## config.mk

```make
export PLATFORM = sky130hd
export DESIGN_NAME = event_list_pwm_scheduler_unit
export DESIGN_NICKNAME = d
export VERILOG_FILES = /design/src/hw/rtl/elps_pkg.sv /design/src/hw/rtl/elps_table.sv /design/src/hw/rtl/elps_alu.sv /design/src/hw/rtl/event_list_pwm_scheduler_unit.sv
export SDC_FILE = /design/constraint.sdc
export NUM_CORES = 2
export LEC_CHECK = 0
export ABC_AREA = 1
export BUFFER_PORTS_ARGS = -buffer_cell sky130_fd_sc_hd__buf_2
export CAP_MARGIN = 20
export CORE_MARGIN = 4
export CORE_UTILIZATION = 65
export CTS_BUF_LIST = sky130_fd_sc_hd__clkbuf_8
export DETAILED_ROUTE_END_ITERATION = 8
export PLACE_DENSITY_LB_ADDON = 0.15
export RECOVER_POWER = 25
export SLEW_MARGIN = 20
export SYNTH_ARGS = -nofsm -noshare
export SYNTH_HDL_FRONTEND = slang
export SYNTH_SLANG_ARGS = --single-unit
```

## constraint.sdc

```tcl
create_clock -name clk -period 13.07 [get_ports clk]
set_clock_uncertainty 0.05 [all_clocks]
set_input_delay 2.614 -clock clk [delete_from_list [all_inputs] [get_ports clk]]
set_output_delay 2.614 -clock clk [all_outputs]
set_load 0.02 [all_outputs]
```

## src/hw/rtl/elps_pkg.sv

```systemverilog
// elps_pkg: shared types, codes and constants of the event-list pwm scheduler
// used by every module under hw/rtl; depends on nothing
package elps_pkg;

  localparam int MAX_EVENTS_DEF    = 20;
  localparam int US_PER_TICK_DEF   = 16;
  localparam int NPINS             = 31;
  localparam int PIN_W             = 5;
  localparam int TIME_W            = 11;
  localparam int ENTRY_W           = 16;
  localparam int DUTY_W            = 11;
  localparam int VAL_W             = 10;
  localparam int US_W              = 20;
  localparam int TICK_W            = 16;
  localparam int TNOW_W            = 17;
  localparam int ALU_W             = 18;
  localparam int PROD_SHIFT        = 10;
  localparam int END_TIME          = 1024;
  localparam int DUTY_MAX          = (1 << 10) - 1;
  localparam int PERIOD_US_MIN     = 256;
  localparam int PERIOD_US_MAX     = 1000000;
  localparam int DEFAULT_PERIOD_US = 20 * 1000;

  localparam logic [PIN_W-1:0] END_PIN = PIN_W'(31);

  typedef logic [ENTRY_W-1:0] entry_t;

  // end-of-period entry: clears the pwm pins of the active table and restarts the period
  localparam entry_t END_ENTRY = {END_PIN, TIME_W'(END_TIME)};

  typedef enum logic [1:0] {
    ACT_TICK    = 2'd0,
    ACT_DUTY    = 2'd1,
    ACT_PERIOD  = 2'd2,
    ACT_RELEASE = 2'd3
  } action_t;

  typedef enum logic [1:0] {
    STAT_OK    = 2'd0,
    STAT_RANGE = 2'd1,
    STAT_FULL  = 2'd2
  } status_t;

  typedef enum logic {
    ALU_SUB,
    ALU_MUL
  } alu_op_t;

  typedef struct packed {
    action_t            action;
    logic [PIN_W-1:0]   pin;
    logic [DUTY_W-1:0]  duty;
    logic [US_W-1:0]    period_us;
  } in_item_t;

  typedef struct packed {
    logic [NPINS-1:0]  pin_levels;
    logic [NPINS-1:0]  output_enables;
    logic [TICK_W-1:0] next_delay;
    logic [TICK_W-1:0] period_ticks;
    status_t           status;
  } out_item_t;

  function automatic logic [TIME_W-1:0] entry_time(input entry_t e);
    return e[TIME_W-1:0];
  endfunction

  function automatic logic [PIN_W-1:0] entry_pin(input entry_t e);
    return e[ENTRY_W-1:TIME_W];
  endfunction

endpackage

```

## src/hw/rtl/elps_table.sv

```systemverilog
// elps_table: the two event table buffers, one read and one write port
// depends on elps_pkg
module elps_table #(
  parameter int MAX_EVENTS = elps_pkg::MAX_EVENTS_DEF
) (
  input  logic                          clk,
  input  logic                          rst_n,
  input  logic                          rd_sel,
  input  logic [$clog2(MAX_EVENTS)-1:0] rd_idx,
  output elps_pkg::entry_t              rd_data,
  input  logic                          wr_en,
  input  logic                          wr_sel,
  input  logic [$clog2(MAX_EVENTS)-1:0] wr_idx,
  input  elps_pkg::entry_t              wr_data
);
  import elps_pkg::*;

  entry_t tab_a_r [MAX_EVENTS];
  entry_t tab_b_r [MAX_EVENTS];

  // buffer b when sel is high
  assign rd_data = rd_sel ? tab_b_r[rd_idx] : tab_a_r[rd_idx];

  // only entry 0 is ever read before it is written
  always_ff @(posedge clk) begin
    if (!rst_n) begin
      tab_a_r[0] <= END_ENTRY;
      tab_b_r[0] <= END_ENTRY;
    end else if (wr_en) begin
      if (wr_sel) begin
        tab_b_r[wr_idx] <= wr_data;
      end else begin
        tab_a_r[wr_idx] <= wr_data;
      end
    end
  end

endmodule

```

## src/hw/rtl/elps_alu.sv

```systemverilog
// elps_alu: shared arithmetic unit, scaled multiply and subtract
// depends on elps_pkg
module elps_alu (
  input  elps_pkg::alu_op_t                 op,
  input  logic [elps_pkg::ALU_W-1:0]        a,
  input  logic [elps_pkg::ALU_W-1:0]        b,
  output logic signed [elps_pkg::ALU_W:0]   res
);
  import elps_pkg::*;

  logic [TIME_W+TICK_W-1:0] prod;

  assign prod = a[TIME_W-1:0] * b[TICK_W-1:0];

  always_comb begin
    unique case (op)
      ALU_MUL: res = signed'((ALU_W+1)'(prod >> PROD_SHIFT));
      ALU_SUB: res = signed'({1'b0, a}) - signed'({1'b0, b});
      default: res = '0;
    endcase
  end

endmodule

```

## src/hw/rtl/event_list_pwm_scheduler_unit.sv

```systemverilog
// event_list_pwm_scheduler_unit: top level, sequencer over the event tables
// depends on elps_pkg, elps_table, elps_alu
//
//  channel | ports                          | payload
//  --------+--------------------------------+-------------------
//  input   | in_valid, in_stall, in_data    | elps_pkg::in_item_t
//  result  | out_valid, out_stall, out_data | elps_pkg::out_item_t
//
// one item at a time; in_stall is high from a transfer until its result is
// loaded into the output register, which may still wait while a new item runs.
// tick: fires due events, chaining through those with zero delay, at most 2*MAX_EVENTS+2 per tick.
// set duty / release: copy, search, bubble and release scan steps over the n
// table entries; set period takes its quotient from a constant reciprocal
// multiply, plus the copy when the pending side is stale.
// reset is synchronous; only entry 0 of each table is initialized, no sweep.
module event_list_pwm_scheduler_unit #(
  parameter int MAX_EVENTS  = elps_pkg::MAX_EVENTS_DEF,
  parameter int US_PER_TICK = elps_pkg::US_PER_TICK_DEF
) (
  input  logic                clk,
  input  logic                rst_n,
  input  logic                in_valid,
  output logic                in_stall,
  input  elps_pkg::in_item_t  in_data,
  output logic                out_valid,
  input  logic                out_stall,
  output elps_pkg::out_item_t out_data
);
  import elps_pkg::*;

  localparam int IDX_W    = $clog2(MAX_EVENTS);
  localparam int CNT_W    = $clog2(MAX_EVENTS + 1);
  localparam int ITER_MAX = 2 * MAX_EVENTS + 2;
  localparam int ITER_W   = $clog2(ITER_MAX + 1);
  // reciprocal shift: dividend bits plus log2 of the largest divisor plus one
  localparam int RCP_SH   = US_W + 7;
  localparam logic [RCP_SH:0] RECIP =
    (RCP_SH+1)'(((64'd1 << RCP_SH) + 64'(US_PER_TICK) - 64'd1) / 64'(US_PER_TICK));
  localparam logic [TICK_W-1:0] DEFAULT_TICKS = TICK_W'(DEFAULT_PERIOD_US / US_PER_TICK);

  typedef enum logic [4:0] {
    S_IDLE, S_TP, S_CP, S_PSET, S_FIND, S_RMV, S_BUBL, S_BUBR,
    S_SDEND, S_REL, S_TK0, S_TK1, S_TKP, S_TKR, S_TKM, S_TKC, S_DONE
  } state_t;

  state_t              state_r;
  action_t             act_code_r;
  status_t             status_r;
  logic [PIN_W-1:0]    pin_r;
  logic [VAL_W-1:0]    val_r;
  logic [US_W-1:0]     us_r;
  logic [CNT_W-1:0]    cnt_r [2];
  logic [TICK_W-1:0]   per_r [2];
  logic [NPINS-1:0]    pins_r [2];
  logic                act_r;
  logic                pv_r;
  logic [CNT_W-1:0]    nidx_r;
  logic [NPINS-1:0]    lvl_r;
  logic [NPINS-1:0]    en_r;
  logic [CNT_W-1:0]    i_r;
  logic [CNT_W-1:0]    p_r;
  logic                moved_r;
  entry_t              x_r;
  entry_t              cur_r;
  logic [TNOW_W-1:0]   tnow_r;
  logic [TNOW_W-1:0]   prod_r;
  logic [ITER_W-1:0]   iter_r;
  logic [TICK_W-1:0]   delay_r;
  logic                out_valid_r;
  out_item_t           out_data_r;

  logic                  rd_sel;
  logic [IDX_W-1:0]      rd_idx;
  entry_t                rd_data;
  logic                  wr_en;
  logic                  wr_sel;
  logic [IDX_W-1:0]      wr_idx;
  entry_t                wr_data;
  alu_op_t               alu_op;
  logic [ALU_W-1:0]      alu_a;
  logic [ALU_W-1:0]      alu_b;
  logic signed [ALU_W:0] alu_res;

  logic [CNT_W-1:0]  cnt_act;
  logic [CNT_W-1:0]  cnt_dst;
  logic [TICK_W-1:0] per_act;
  logic [NPINS-1:0]  pin_bit;
  entry_t            entry_new;
  entry_t            ev_word;
  logic [CNT_W-1:0]  p_dec;
  logic [CNT_W-1:0]  p_inc;
  logic              bubl_move;
  logic              bubr_move;
  logic              rd_pin_hit;
  logic [US_W+RCP_SH:0] q_prod;
  logic [US_W-1:0]   q_full;
  logic [TICK_W-1:0] q_sat;
  state_t            after_tp;

  elps_table #(.MAX_EVENTS(MAX_EVENTS)) u_table (
    .clk     (clk),
    .rst_n   (rst_n),
    .rd_sel  (rd_sel),
    .rd_idx  (rd_idx),
    .rd_data (rd_data),
    .wr_en   (wr_en),
    .wr_sel  (wr_sel),
    .wr_idx  (wr_idx),
    .wr_data (wr_data)
  );

  elps_alu u_alu (
    .op  (alu_op),
    .a   (alu_a),
    .b   (alu_b),
    .res (alu_res)
  );

  // views of the active and pending buffers
  assign cnt_act    = cnt_r[act_r];
  assign cnt_dst    = cnt_r[~act_r];
  assign per_act    = per_r[act_r];
  assign pin_bit    = NPINS'(1) << pin_r;
  assign entry_new  = {pin_r, TIME_W'(END_TIME) - TIME_W'(val_r)};
  assign ev_word    = (nidx_r < cnt_act) ? rd_data : END_ENTRY;
  assign p_dec      = p_r - 1'b1;
  assign p_inc      = p_r + 1'b1;
  assign bubl_move  = (p_r != '0) && (entry_time(rd_data) > entry_time(x_r));
  assign bubr_move  = (p_inc < cnt_dst) && (entry_time(rd_data) < entry_time(x_r));
  assign rd_pin_hit = (entry_pin(rd_data) == pin_r);
  assign after_tp   = (act_code_r == ACT_PERIOD) ? S_PSET : S_FIND;

  // period in ticks by reciprocal multiply, exact over the whole input range
  assign q_prod = us_r * RECIP;
  assign q_full = q_prod[RCP_SH+US_W-1:RCP_SH];
  assign q_sat  = (|q_full[US_W-1:TICK_W]) ? '1 : q_full[TICK_W-1:0];

  assign in_stall  = (state_r != S_IDLE);
  assign out_valid = out_valid_r;
  assign out_data  = out_data_r;

  // table port and alu operand selection
  always_comb begin
    rd_sel  = act_r;
    rd_idx  = '0;
    wr_en   = 1'b0;
    wr_sel  = ~act_r;
    wr_idx  = p_r[IDX_W-1:0];
    wr_data = x_r;
    alu_op  = ALU_SUB;
    alu_a   = '0;
    alu_b   = '0;
    unique case (state_r)
      S_CP: begin
        rd_idx  = i_r[IDX_W-1:0];
        wr_en   = (i_r != cnt_dst);
        wr_idx  = i_r[IDX_W-1:0];
        wr_data = rd_data;
      end
      S_FIND: begin
        rd_sel  = ~act_r;
        rd_idx  = i_r[IDX_W-1:0];
        wr_data = entry_new;
        if (i_r == cnt_dst) begin
          wr_en  = (val_r != '0) && (cnt_dst < CNT_W'(MAX_EVENTS));
          wr_idx = cnt_dst[IDX_W-1:0];
        end else begin
          wr_en  = rd_pin_hit && (val_r != '0);
          wr_idx = i_r[IDX_W-1:0];
        end
      end
      S_RMV: begin
        rd_sel  = ~act_r;
        rd_idx  = cnt_dst[IDX_W-1:0];
        wr_en   = 1'b1;
        wr_data = rd_data;
      end
      S_BUBL: begin
        rd_sel  = ~act_r;
        rd_idx  = p_dec[IDX_W-1:0];
        wr_en   = 1'b1;
        wr_data = bubl_move ? rd_data : x_r;
      end
      S_BUBR: begin
        rd_sel  = ~act_r;
        rd_idx  = p_inc[IDX_W-1:0];
        wr_en   = 1'b1;
        wr_data = bubr_move ? rd_data : x_r;
      end
      S_REL: begin
        rd_idx  = i_r[IDX_W-1:0];
        wr_en   = (i_r != cnt_act) && rd_pin_hit;
        wr_sel  = act_r;
        wr_idx  = i_r[IDX_W-1:0];
        wr_data = {END_PIN, entry_time(rd_data)};
      end
      S_TK0, S_TKR: begin
        rd_idx = nidx_r[IDX_W-1:0];
      end
      S_TK1, S_TKM: begin
        alu_op = ALU_MUL;
        alu_a  = ALU_W'(entry_time(cur_r));
        alu_b  = ALU_W'(per_act);
      end
      S_TKC: begin
        alu_a = ALU_W'(prod_r);
        alu_b = ALU_W'(tnow_r);
      end
      default: begin
      end
    endcase
  end

  // sequencer, buffer state and result register
  always_ff @(posedge clk) begin
    if (!rst_n) begin
      state_r     <= S_IDLE;
      cnt_r[0]    <= CNT_W'(1);
      cnt_r[1]    <= CNT_W'(1);
      per_r[0]    <= DEFAULT_TICKS;
      per_r[1]    <= DEFAULT_TICKS;
      pins_r[0]   <= '0;
      pins_r[1]   <= '0;
      act_r       <= 1'b1;
      pv_r        <= 1'b0;
      nidx_r      <= '0;
      lvl_r       <= '0;
      en_r        <= '0;
      out_valid_r <= 1'b0;
    end else begin
      if (out_valid_r && !out_stall && state_r != S_DONE) begin
        out_valid_r <= 1'b0;
      end
      unique case (state_r)
        S_IDLE: begin
          if (in_valid) begin
            act_code_r <= in_data.action;
            pin_r      <= in_data.pin;
            us_r       <= in_data.period_us;
            status_r   <= STAT_OK;
            delay_r    <= '0;
            i_r        <= '0;
            moved_r    <= 1'b0;
            if (in_data.action == ACT_RELEASE) begin
              val_r <= '0;
            end else if (in_data.duty > DUTY_W'(DUTY_MAX)) begin
              val_r <= VAL_W'(DUTY_MAX);
            end else begin
              val_r <= in_data.duty[VAL_W-1:0];
            end
            unique case (in_data.action) inside
              ACT_TICK: state_r <= S_TK0;
              ACT_DUTY, ACT_RELEASE: begin
                state_r <= (in_data.pin == END_PIN) ? S_DONE : S_TP;
              end
              ACT_PERIOD: begin
                if (in_data.period_us < US_W'(PERIOD_US_MIN) ||
                    in_data.period_us > US_W'(PERIOD_US_MAX)) begin
                  status_r <= STAT_RANGE;
                  state_r  <= S_DONE;
                end else begin
                  state_r <= S_TP;
                end
              end
              default: state_r <= S_DONE;
            endcase
          end
        end
        // make the pending buffer a copy of the active one if needed
        S_TP: begin
          i_r <= '0;
          if (act_code_r != ACT_PERIOD) begin
            en_r <= en_r | pin_bit;
          end
          if (!pv_r) begin
            cnt_r[~act_r]  <= cnt_act;
            per_r[~act_r]  <= per_act;
            pins_r[~act_r] <= pins_r[act_r];
            state_r        <= S_CP;
          end else begin
            state_r <= after_tp;
          end
        end
        S_CP: begin
          if (i_r == cnt_dst) begin
            i_r     <= '0;
            state_r <= after_tp;
          end else begin
            i_r <= i_r + 1'b1;
          end
        end
        S_PSET: begin
          per_r[~act_r] <= q_sat;
          pv_r          <= 1'b1;
          state_r       <= S_DONE;
        end
        // search the pending table for the pin
        S_FIND: begin
          if (i_r == cnt_dst) begin
            if (val_r == '0) begin
              state_r <= S_SDEND;
            end else if (cnt_dst >= CNT_W'(MAX_EVENTS)) begin
              status_r <= STAT_FULL;
              state_r  <= S_SDEND;
            end else begin
              pins_r[~act_r] <= pins_r[~act_r] | pin_bit;
              cnt_r[~act_r]  <= cnt_dst + 1'b1;
              x_r            <= entry_new;
              p_r            <= cnt_dst;
              state_r        <= S_BUBL;
            end
          end else if (rd_pin_hit) begin
            p_r <= i_r;
            if (val_r == '0) begin
              cnt_r[~act_r]  <= cnt_dst - 1'b1;
              pins_r[~act_r] <= pins_r[~act_r] & ~pin_bit;
              state_r        <= (i_r < cnt_dst - 1'b1) ? S_RMV : S_SDEND;
            end else begin
              x_r     <= entry_new;
              state_r <= S_BUBL;
            end
          end else begin
            i_r <= i_r + 1'b1;
          end
        end
        // last entry fills the hole of the removed one
        S_RMV: begin
          x_r     <= rd_data;
          state_r <= S_BUBL;
        end
        // move the changed entry to its place, earlier side first
        S_BUBL: begin
          if (bubl_move) begin
            p_r     <= p_dec;
            moved_r <= 1'b1;
          end else begin
            state_r <= moved_r ? S_SDEND : S_BUBR;
          end
        end
        S_BUBR: begin
          if (bubr_move) begin
            p_r <= p_inc;
          end else begin
            state_r <= S_SDEND;
          end
        end
        S_SDEND: begin
          pv_r    <= 1'b1;
          i_r     <= '0;
          state_r <= (act_code_r == ACT_RELEASE) ? S_REL : S_DONE;
        end
        // release turns the pin's active entry into an end entry
        S_REL: begin
          if (i_r == cnt_act) begin
            state_r <= S_DONE;
          end else if (rd_pin_hit) begin
            lvl_r   <= lvl_r & ~pin_bit;
            state_r <= S_DONE;
          end else begin
            i_r <= i_r + 1'b1;
          end
        end
        // tick: fire due events until the next one lies ahead
        S_TK0: begin
          cur_r   <= ev_word;
          state_r <= S_TK1;
        end
        S_TK1: begin
          tnow_r  <= alu_res[TNOW_W-1:0];
          iter_r  <= '0;
          state_r <= S_TKP;
        end
        S_TKP: begin
          if (entry_pin(cur_r) != END_PIN) begin
            lvl_r  <= lvl_r | (NPINS'(1) << entry_pin(cur_r));
            nidx_r <= nidx_r + 1'b1;
          end else begin
            lvl_r  <= lvl_r & ~pins_r[act_r];
            nidx_r <= '0;
            tnow_r <= '0;
            if (pv_r) begin
              act_r <= ~act_r;
              pv_r  <= 1'b0;
            end
          end
          state_r <= S_TKR;
        end
        S_TKR: begin
          cur_r   <= ev_word;
          state_r <= S_TKM;
        end
        S_TKM: begin
          prod_r  <= alu_res[TNOW_W-1:0];
          state_r <= S_TKC;
        end
        S_TKC: begin
          if (alu_res == '0 && iter_r < ITER_W'(ITER_MAX - 1)) begin
            iter_r  <= iter_r + 1'b1;
            state_r <= S_TKP;
          end else begin
            if (alu_res[ALU_W]) begin
              delay_r <= '0;
            end else if (|alu_res[ALU_W-1:TICK_W]) begin
              delay_r <= '1;
            end else begin
              delay_r <= alu_res[TICK_W-1:0];
            end
            state_r <= S_DONE;
          end
        end
        // load the result once the output register is free
        S_DONE: begin
          if (!out_valid_r || !out_stall) begin
            out_valid_r                <= 1'b1;
            out_data_r.pin_levels      <= lvl_r;
            out_data_r.output_enables  <= en_r;
            out_data_r.next_delay      <= delay_r;
            out_data_r.period_ticks    <= pv_r ? per_r[~act_r] : per_act;
            out_data_r.status          <= status_r;
            state_r                    <= S_IDLE;
          end
        end
        default: state_r <= S_IDLE;
      endcase
    end
  end

endmodule

```

### Yosys cells after proc, flatten, opt, wreduce, memory -nomap -nowiden

Memory sizes are Yosys's and may differ from the RTL's. A register that Yosys moved wholly into a read port is not among the register bits.
Cells that the tools add are included.

* order comparisons: 11
* bitwise logic cells: 16
* add/subtract/negate cells: 9
* shift-type cells: 2
* reduce and logical (&&, ||, !) cells: 62
* mux-type cells: 141
* equal/unequal tests: 50
* $mul: 1

Operators by type and width (number)
* $mux W16: 17
* $mux W31: 6
* $mux W5: 31
* $pmux W17 S2: 3
* $and A31 B31 Y31: 3
* $or A31 B31 Y31: 3
* $pmux W5 S17: 1
* $pmux W16 S5: 1
* $pmux W16 S2: 2
* $not A31 Y31: 2
* $pmux W31 S2: 1
* $shl A1 B5 Y31 const A: 2
* $mux W1: 54
* $pmux W5 S5: 2
* $reduce_or A16 Y1: 3
* $eq A5 B4 Y1 const B: 8
* $pmux W19 S2: 1
* $ne A2 B2 Y1 const B: 17
* $reduce_or A31 Y1: 1
* $pmux W5 S3: 2
* $mul A11 B16 Y27: 1
* $add A5 B1 Y5 const B: 4
* $eq A5 B3 Y1 const B: 4
* $gt A20 B20 Y1 const B: 1
* 55 further kinds: 122

* register bits after elaboration: 309
* bits of input ports: 42
* memories kept: 5
* memory bits (writable): 744
* output and inout bits: 98

Memories
* u_table.tab_a_r: depth 20, width 16, read ports 1, clocked after memory_dff 0, wr ports 1, RTL line elps_table.sv:18 `entry_t tab_a_r [MAX_EVENTS];`
* u_table.tab_b_r: depth 20, width 16, read ports 1, clocked after memory_dff 0, wr ports 1, RTL line elps_table.sv:19 `entry_t tab_b_r [MAX_EVENTS];`
* pins_r: depth 2, width 31, read ports 2, clocked after memory_dff 1, wr ports 2, RTL line event_list_pwm_scheduler_unit.sv:54 `logic [NPINS-1:0] pins_r [2];`
* per_r: depth 2, width 16, read ports 2, clocked after memory_dff 1, wr ports 2, RTL line event_list_pwm_scheduler_unit.sv:53 `logic [TICK_W-1:0] per_r [2];`
* cnt_r: depth 2, width 5, read ports 2, clocked after memory_dff 1, wr ports 2, RTL line event_list_pwm_scheduler_unit.sv:52 `logic [CNT_W-1:0] cnt_r [2];`

### Depth between registers and ports, before layout

An unclocked memory read counts as a cell.

* word-level depth: 14
* gate-level depth with buffers: 42

### Cells and area by module

A second synthesis with hierarchy kept.

* cell total of the unflattened synthesis: 5896
* area, all modules: 55050.3 sq um

By module, submodules not included
* elps_table: instances 1, cells an instance 2573, area an instance 27412.5 sq um
* event_list_pwm_scheduler_unit: instances 1, cells an instance 2226, area an instance 20285.7 sq um
* elps_alu: instances 1, cells an instance 1097, area an instance 7352.1 sq um

### Least setup slack after synthesis

OpenSTA, ideal clock, no wires.

* path type: flip-flop to flip-flop
* start: register state_r[1]
* end: register delay_r[0] (enable)
* data required time: 12.607 ns
* setup slack: 4.823 ns
* stages on the path, launching flop included: 34
* arrival: 7.784 ns
* library setup time: 0.413 ns
* buffers on the path: 4
* cells stage by stage: dfxtp_1 > nand2_1 > inv_1 > nand3_1 > nand2_1 > buf_2 > buf_1 > clkbuf_1 > a22o_1 > clkbuf_1 > nand2_1 > fa_1 > inv_1 > fa_1 > inv_1 > fa_1 > inv_1 > fa_1 > fa_1 > ha_1 > a21oi_1 > o21ai_0 > a21oi_1 > nor2_1 > nor4_1 > nand2_1 > nand2_1 > nand2_1 > a21oi_1 > o21ai_0 > nand3_1 > nor2_1 > nand4_1 > nor3b_1

* longest elaborated chain between the ends: 9
* elaborated cells between the ends (all ways): 18
* those cells by class: 1 x add/sub; 1 x mul; 5 x eq/ne; 4 x mux; 1 x bitwise; 6 x reduce/logical

Ends and longest elaborated chain
* start, declared: RTL line event_list_pwm_scheduler_unit.sv:46 `state_t state_r;`
* start signal, assigned: RTL line event_list_pwm_scheduler_unit.sv:254 `state_r <= (in_data.pin == END_PIN) ? S_DONE : S_TP;`
* start signal, assigned: RTL line event_list_pwm_scheduler_unit.sv:281 `state_r <= after_tp;`
* start signal, assigned: RTL line event_list_pwm_scheduler_unit.sv:287 `state_r <= after_tp;`
* $eq A5 B4 Y1: RTL line event_list_pwm_scheduler_unit.sv:153 `unique case (state_r)`
* $reduce_or A2 Y1: RTL line event_list_pwm_scheduler_unit.sv:153
* $pmux W17 S2 or $mux W1 (tied branches): RTL line event_list_pwm_scheduler_unit.sv:153
* $mul A11 B16 Y27 (tied with other cells): RTL line elps_alu.sv:13 `assign prod = a[TIME_W-1:0] * b[TICK_W-1:0];`
* $pmux W19 S2: RTL line elps_alu.sv:16 `unique case (op)`
* $logic_not A19 Y1: RTL line event_list_pwm_scheduler_unit.sv:397 `if (alu_res == '0 && iter_r < ITER_W'(ITER_MAX - 1)) begin`
* $logic_and A1 B1 Y1: RTL line event_list_pwm_scheduler_unit.sv:397
* $ne A2 B2 Y1 (no line)
* $reduce_and A4 Y1 (no line) *
* end signal, assigned: RTL line event_list_pwm_scheduler_unit.sv:406 `delay_r <= alu_res[TICK_W-1:0];`
* end, declared: RTL line event_list_pwm_scheduler_unit.sv:68 `logic [TICK_W-1:0] delay_r;`

Every way passes the cells marked *; elsewhere a longest branch is shown, timed or not.
A chain may end at the register's enable or synchronous reset.

### Final worst setup path

* start: register act_r
* end: memory u_table.tab_a_r[4][10] in the netlist's numbering (data pin)

* elaborated cells between the ends (all ways): 31
* those cells by class: 4 x order compare; 3 x eq/ne; 14 x mux; 1 x bitwise; 6 x reduce/logical; 3 x memory

RTL lines
* start, declared: RTL line event_list_pwm_scheduler_unit.sv:55 `logic act_r;`
* start signal, assigned: RTL line event_list_pwm_scheduler_unit.sv:382 `act_r <= ~act_r;`
* $not A1 Y1
* $mem_v2 Z2 W5
* $pmux W5 S5: RTL line event_list_pwm_scheduler_unit.sv:153
* $mem_v2 Z20 W16 (on tied branches)
* $mux W16 *: RTL line elps_table.sv:22 `assign rd_data = rd_sel ? tab_b_r[rd_idx] : tab_a_r[rd_idx];`
* via rd_data[2]: RTL line event_list_pwm_scheduler_unit.sv:74 `entry_t rd_data;`
* $lt A11 B11 Y1 or $gt A11 B11 Y1 (tied branches): RTL line event_list_pwm_scheduler_unit.sv:129, event_list_pwm_scheduler_unit.sv:128
* $logic_and A1 B1 Y1 (on tied branches): RTL line event_list_pwm_scheduler_unit.sv:129, event_list_pwm_scheduler_unit.sv:128
* $mux W16 (on tied branches): RTL line event_list_pwm_scheduler_unit.sv:188, event_list_pwm_scheduler_unit.sv:182
* $pmux W16 S5 *: RTL line event_list_pwm_scheduler_unit.sv:153
* $mux W16 (no line) *
* end, declared: RTL line elps_table.sv:18

Mark *: on every way through the listed nets, which the timed path passes. The rest lies on a longest branch.

==> metrics <==
Final min period 10.82 ns; port bufs 139; Vias 41,024; remaining antenna violation count 0; status finished with violations; cell type with the largest total area after synthesis edfxtp_1; root buf cell clkbuf_8; Skew-Pair Late Insertion Delay 0.84 ns; num rows 105; fill count 5,970; drt wl/cell 21.9 um; CTS clock-pin slew for the worst setup and hold paths 0.06 ns; clk sink count 1,050; most instantiated cells after synthesis edfxtp_1, nand2_1, inv_1; CP max FO 178; hold path startpoint delay_r[12]; Cell Pwr Density 162 mW/mm^2; WS Path Type register to register; placed instance count 6,400; Critical Path RT 13.42 ns; part of the cycle the worst path needs 82.8%; Initial Utilization 65.5%; register share of total power 42.4%; combinational share of power 29.2%; Worst setup EP type register; max incr delay on CP 2.56 ns; most used cell, CP nand2_1; top_reg_cell synth edfxtp_1; met1 Usage GRT 45.7%; post-cts hold buffer count 0; first-pass GRT wire length 223,000 um; grt peak-use layer met2; crit path DAT 11.17 ns; slowest cell on the critical path clkbuf_1; vias per cell 6.12; CTS tree yes; post-synth cell types 60; vias in the first global route 39,413; GRT met2 Usage 52.8%; post-CTS setup buffer count 0; setup TNS 0 ns; Tot Pwr 9.47 mW; pre-CTS WS 3.98 ns; yosys warns 0; Sw Pwr 3.47 mW; EDFF count, synth 974; Longest Clk Path Bufs 3; met3 usage 6.73%; Chip Height 296 um; P_leak 22.4 nW; Synth async-reset ratio 0%; switching share of power 36.6%; die width 296 um; GPL Wtd Cong 0.947; area grow syn2layout 8.80%; syn avg cell area 10.0 sq um; worst rel slew slack -142%; Hold EP out_data[30]; end of the worst register-to-register path u_table.tab_a_r[4][10]; GRT overflow 0; Detailed Route WL 146,000 um; RSZ-0062 raised after global routing no; H-tree levels 4; # nets final 5,791; Pint 6.00 mW; synthesized net count 5,660; HP Class register to register; maximum capacitance violations 8; sequential element share of the synthesized area 57.2%; R2R Path Start act_r; Worst-Margin Slew 3.63 ns; failing checks capacitance limit, slew limit; initial antenna violation count 3; R2R depth 35; drt first pass iters 8; Critical Path Source Type register; non-filler cells, final 6,698; CTS resizes 0; Synth area leaders edfxtp_1, nand2_1, inv_1; WP buf/inv 7; CORE AREA 0.0821 sq mm; DIE AREA 0.0875 sq mm; Netlist Area Pre-Place 0.0538 sq mm; Post-Syn Instances 5,369; share of cells above drive strength 1 9.21%; final hold viol count 0; Clock Power Share 28.4%; Post-DP HPWL 92,500 um; setup ws final 2.25 ns; Max Freq 92.4 MHz; Tot GR Track Use 33.2%; max-slew violations 345; setup slack, reg-to-reg 2.25 ns; most frequent cell after synthesis edfxtp_1; VDD IR max 0.000154 V; # DRC 0; share of the synthesized area in the top cell type 54.3%; setup violators final 0; Iter 0 DRT Violations 4,983; hold depth 0; largest net degree at the start of global routing 179; IO Pins 140; Num CTS Buffers 167; crit-path leading delay family buffers and inverters; Yosys reg bits 1,050
layer usage:
| layer | share of wire [%] | up-vias |
|---|---|---|
| met5 | 0.0082 | - |
| met4 | 3.6 | 2 |
| met3 | 11 | 380 |
| met2 | 46 | 2402 |
| met1 | 39 | 19565 |
| li1 | - | 18675 |
registers in the layout, indices dropped and copies added, names as in the netlist, 17 cells and up, named ones only:
register	count
lvl_r	31
tnow_r	17
out_data	96
u_table.tab_a_r	320
en_r	31
prod_r	17
pins_r	62
u_table.tab_b_r	320
per_r	32
power by group through the flow:
| stage | logic (mW) | clock network [mW] | registers (mW) |
|---|---|---|---|
| 3_5_place_dp | 2.68 | 0 | 4.08 |
| 2_1_floorplan | 1.82 | 0 | 4.05 |
| 3_3_place_gp | 2.63 | 0 | 4.07 |
| 4_1_cts | 2.69 | 2.71 | 4.01 |
| 6_report | 2.76 | 2.68 | 4.02 |
| 5_1_grt | 3.00 | 2.86 | 4.03 |
logic make-up (layout without fill, tap and decap cells):
logic type      Yosys count  after routing  synth area share, %
buf+inv                1000           1257                 7.22
simple gates           1969           1969                 15.7
mux                       5              5                0.100
other cells               0              2                    0
fa+ha+maj               249            249                 7.53
compound gates         1061           1061                 11.7
flops                  1050           1050                 57.2
xor+xnor                 35             35                0.570
worst max path at each step:
stage,start,endpoint,slack [ns],depth (start not counted)
3_3_place_gp,state_r[1],delay_r[0],4.17,32
5_1_grt,act_r,u_table.tab_a_r[4][10],1.72,35
2_1_floorplan,state_r[1],delay_r[0],4.82,33
4_1_cts,state_r[1],delay_r[4],3.96,32
6_report,act_r,u_table.tab_a_r[4][10],2.25,35
3_5_place_dp,state_r[1],delay_r[10],3.98,32
cell usage in the layout, fill, tap and decap left out, drive strengths merged, types with 70 or more instances in the layout:
master,netlist,layout
edfxtp,974,974
nand2,857,857
inv,718,770
nor2,554,554
o21ai,521,521
clkbuf,200,299
nand3,292,292
a21oi,187,187
fa,125,125
ha,124,124
or2,119,119
buf,72,108
dfxtp,76,76
o221ai,72,72
clkinv,10,70
layout make-up:
class / instances / area [sq um] / share of cell area, %
flip-flops and latches: 1050 / 30800 / 52.6
multi-input cells: 3319 / 19300 / 32.9
inverters: 728 / 2740 / 4.68
clock buffers: 173 / 2380 / 4.07
well taps: 1070 / 1340 / 2.29
repair buffers: 234 / 1270 / 2.17
clock inverters: 122 / 779 / 1.33
diodes: 2 / 5.00 / 0.00855
per-stage QoR:
stage	utilization [%]	hold WS (ns)	instance area [sq um]
floorplan	-	0.350	53800
global placement	67.6	0.351	55500
detailed placement	67.7	0.362	55600
CTS	71.5	0.374	58700
global route	71.3	0.391	58500
finish	71.3	0.377	58600
Power figures use the tool's default switching activity.
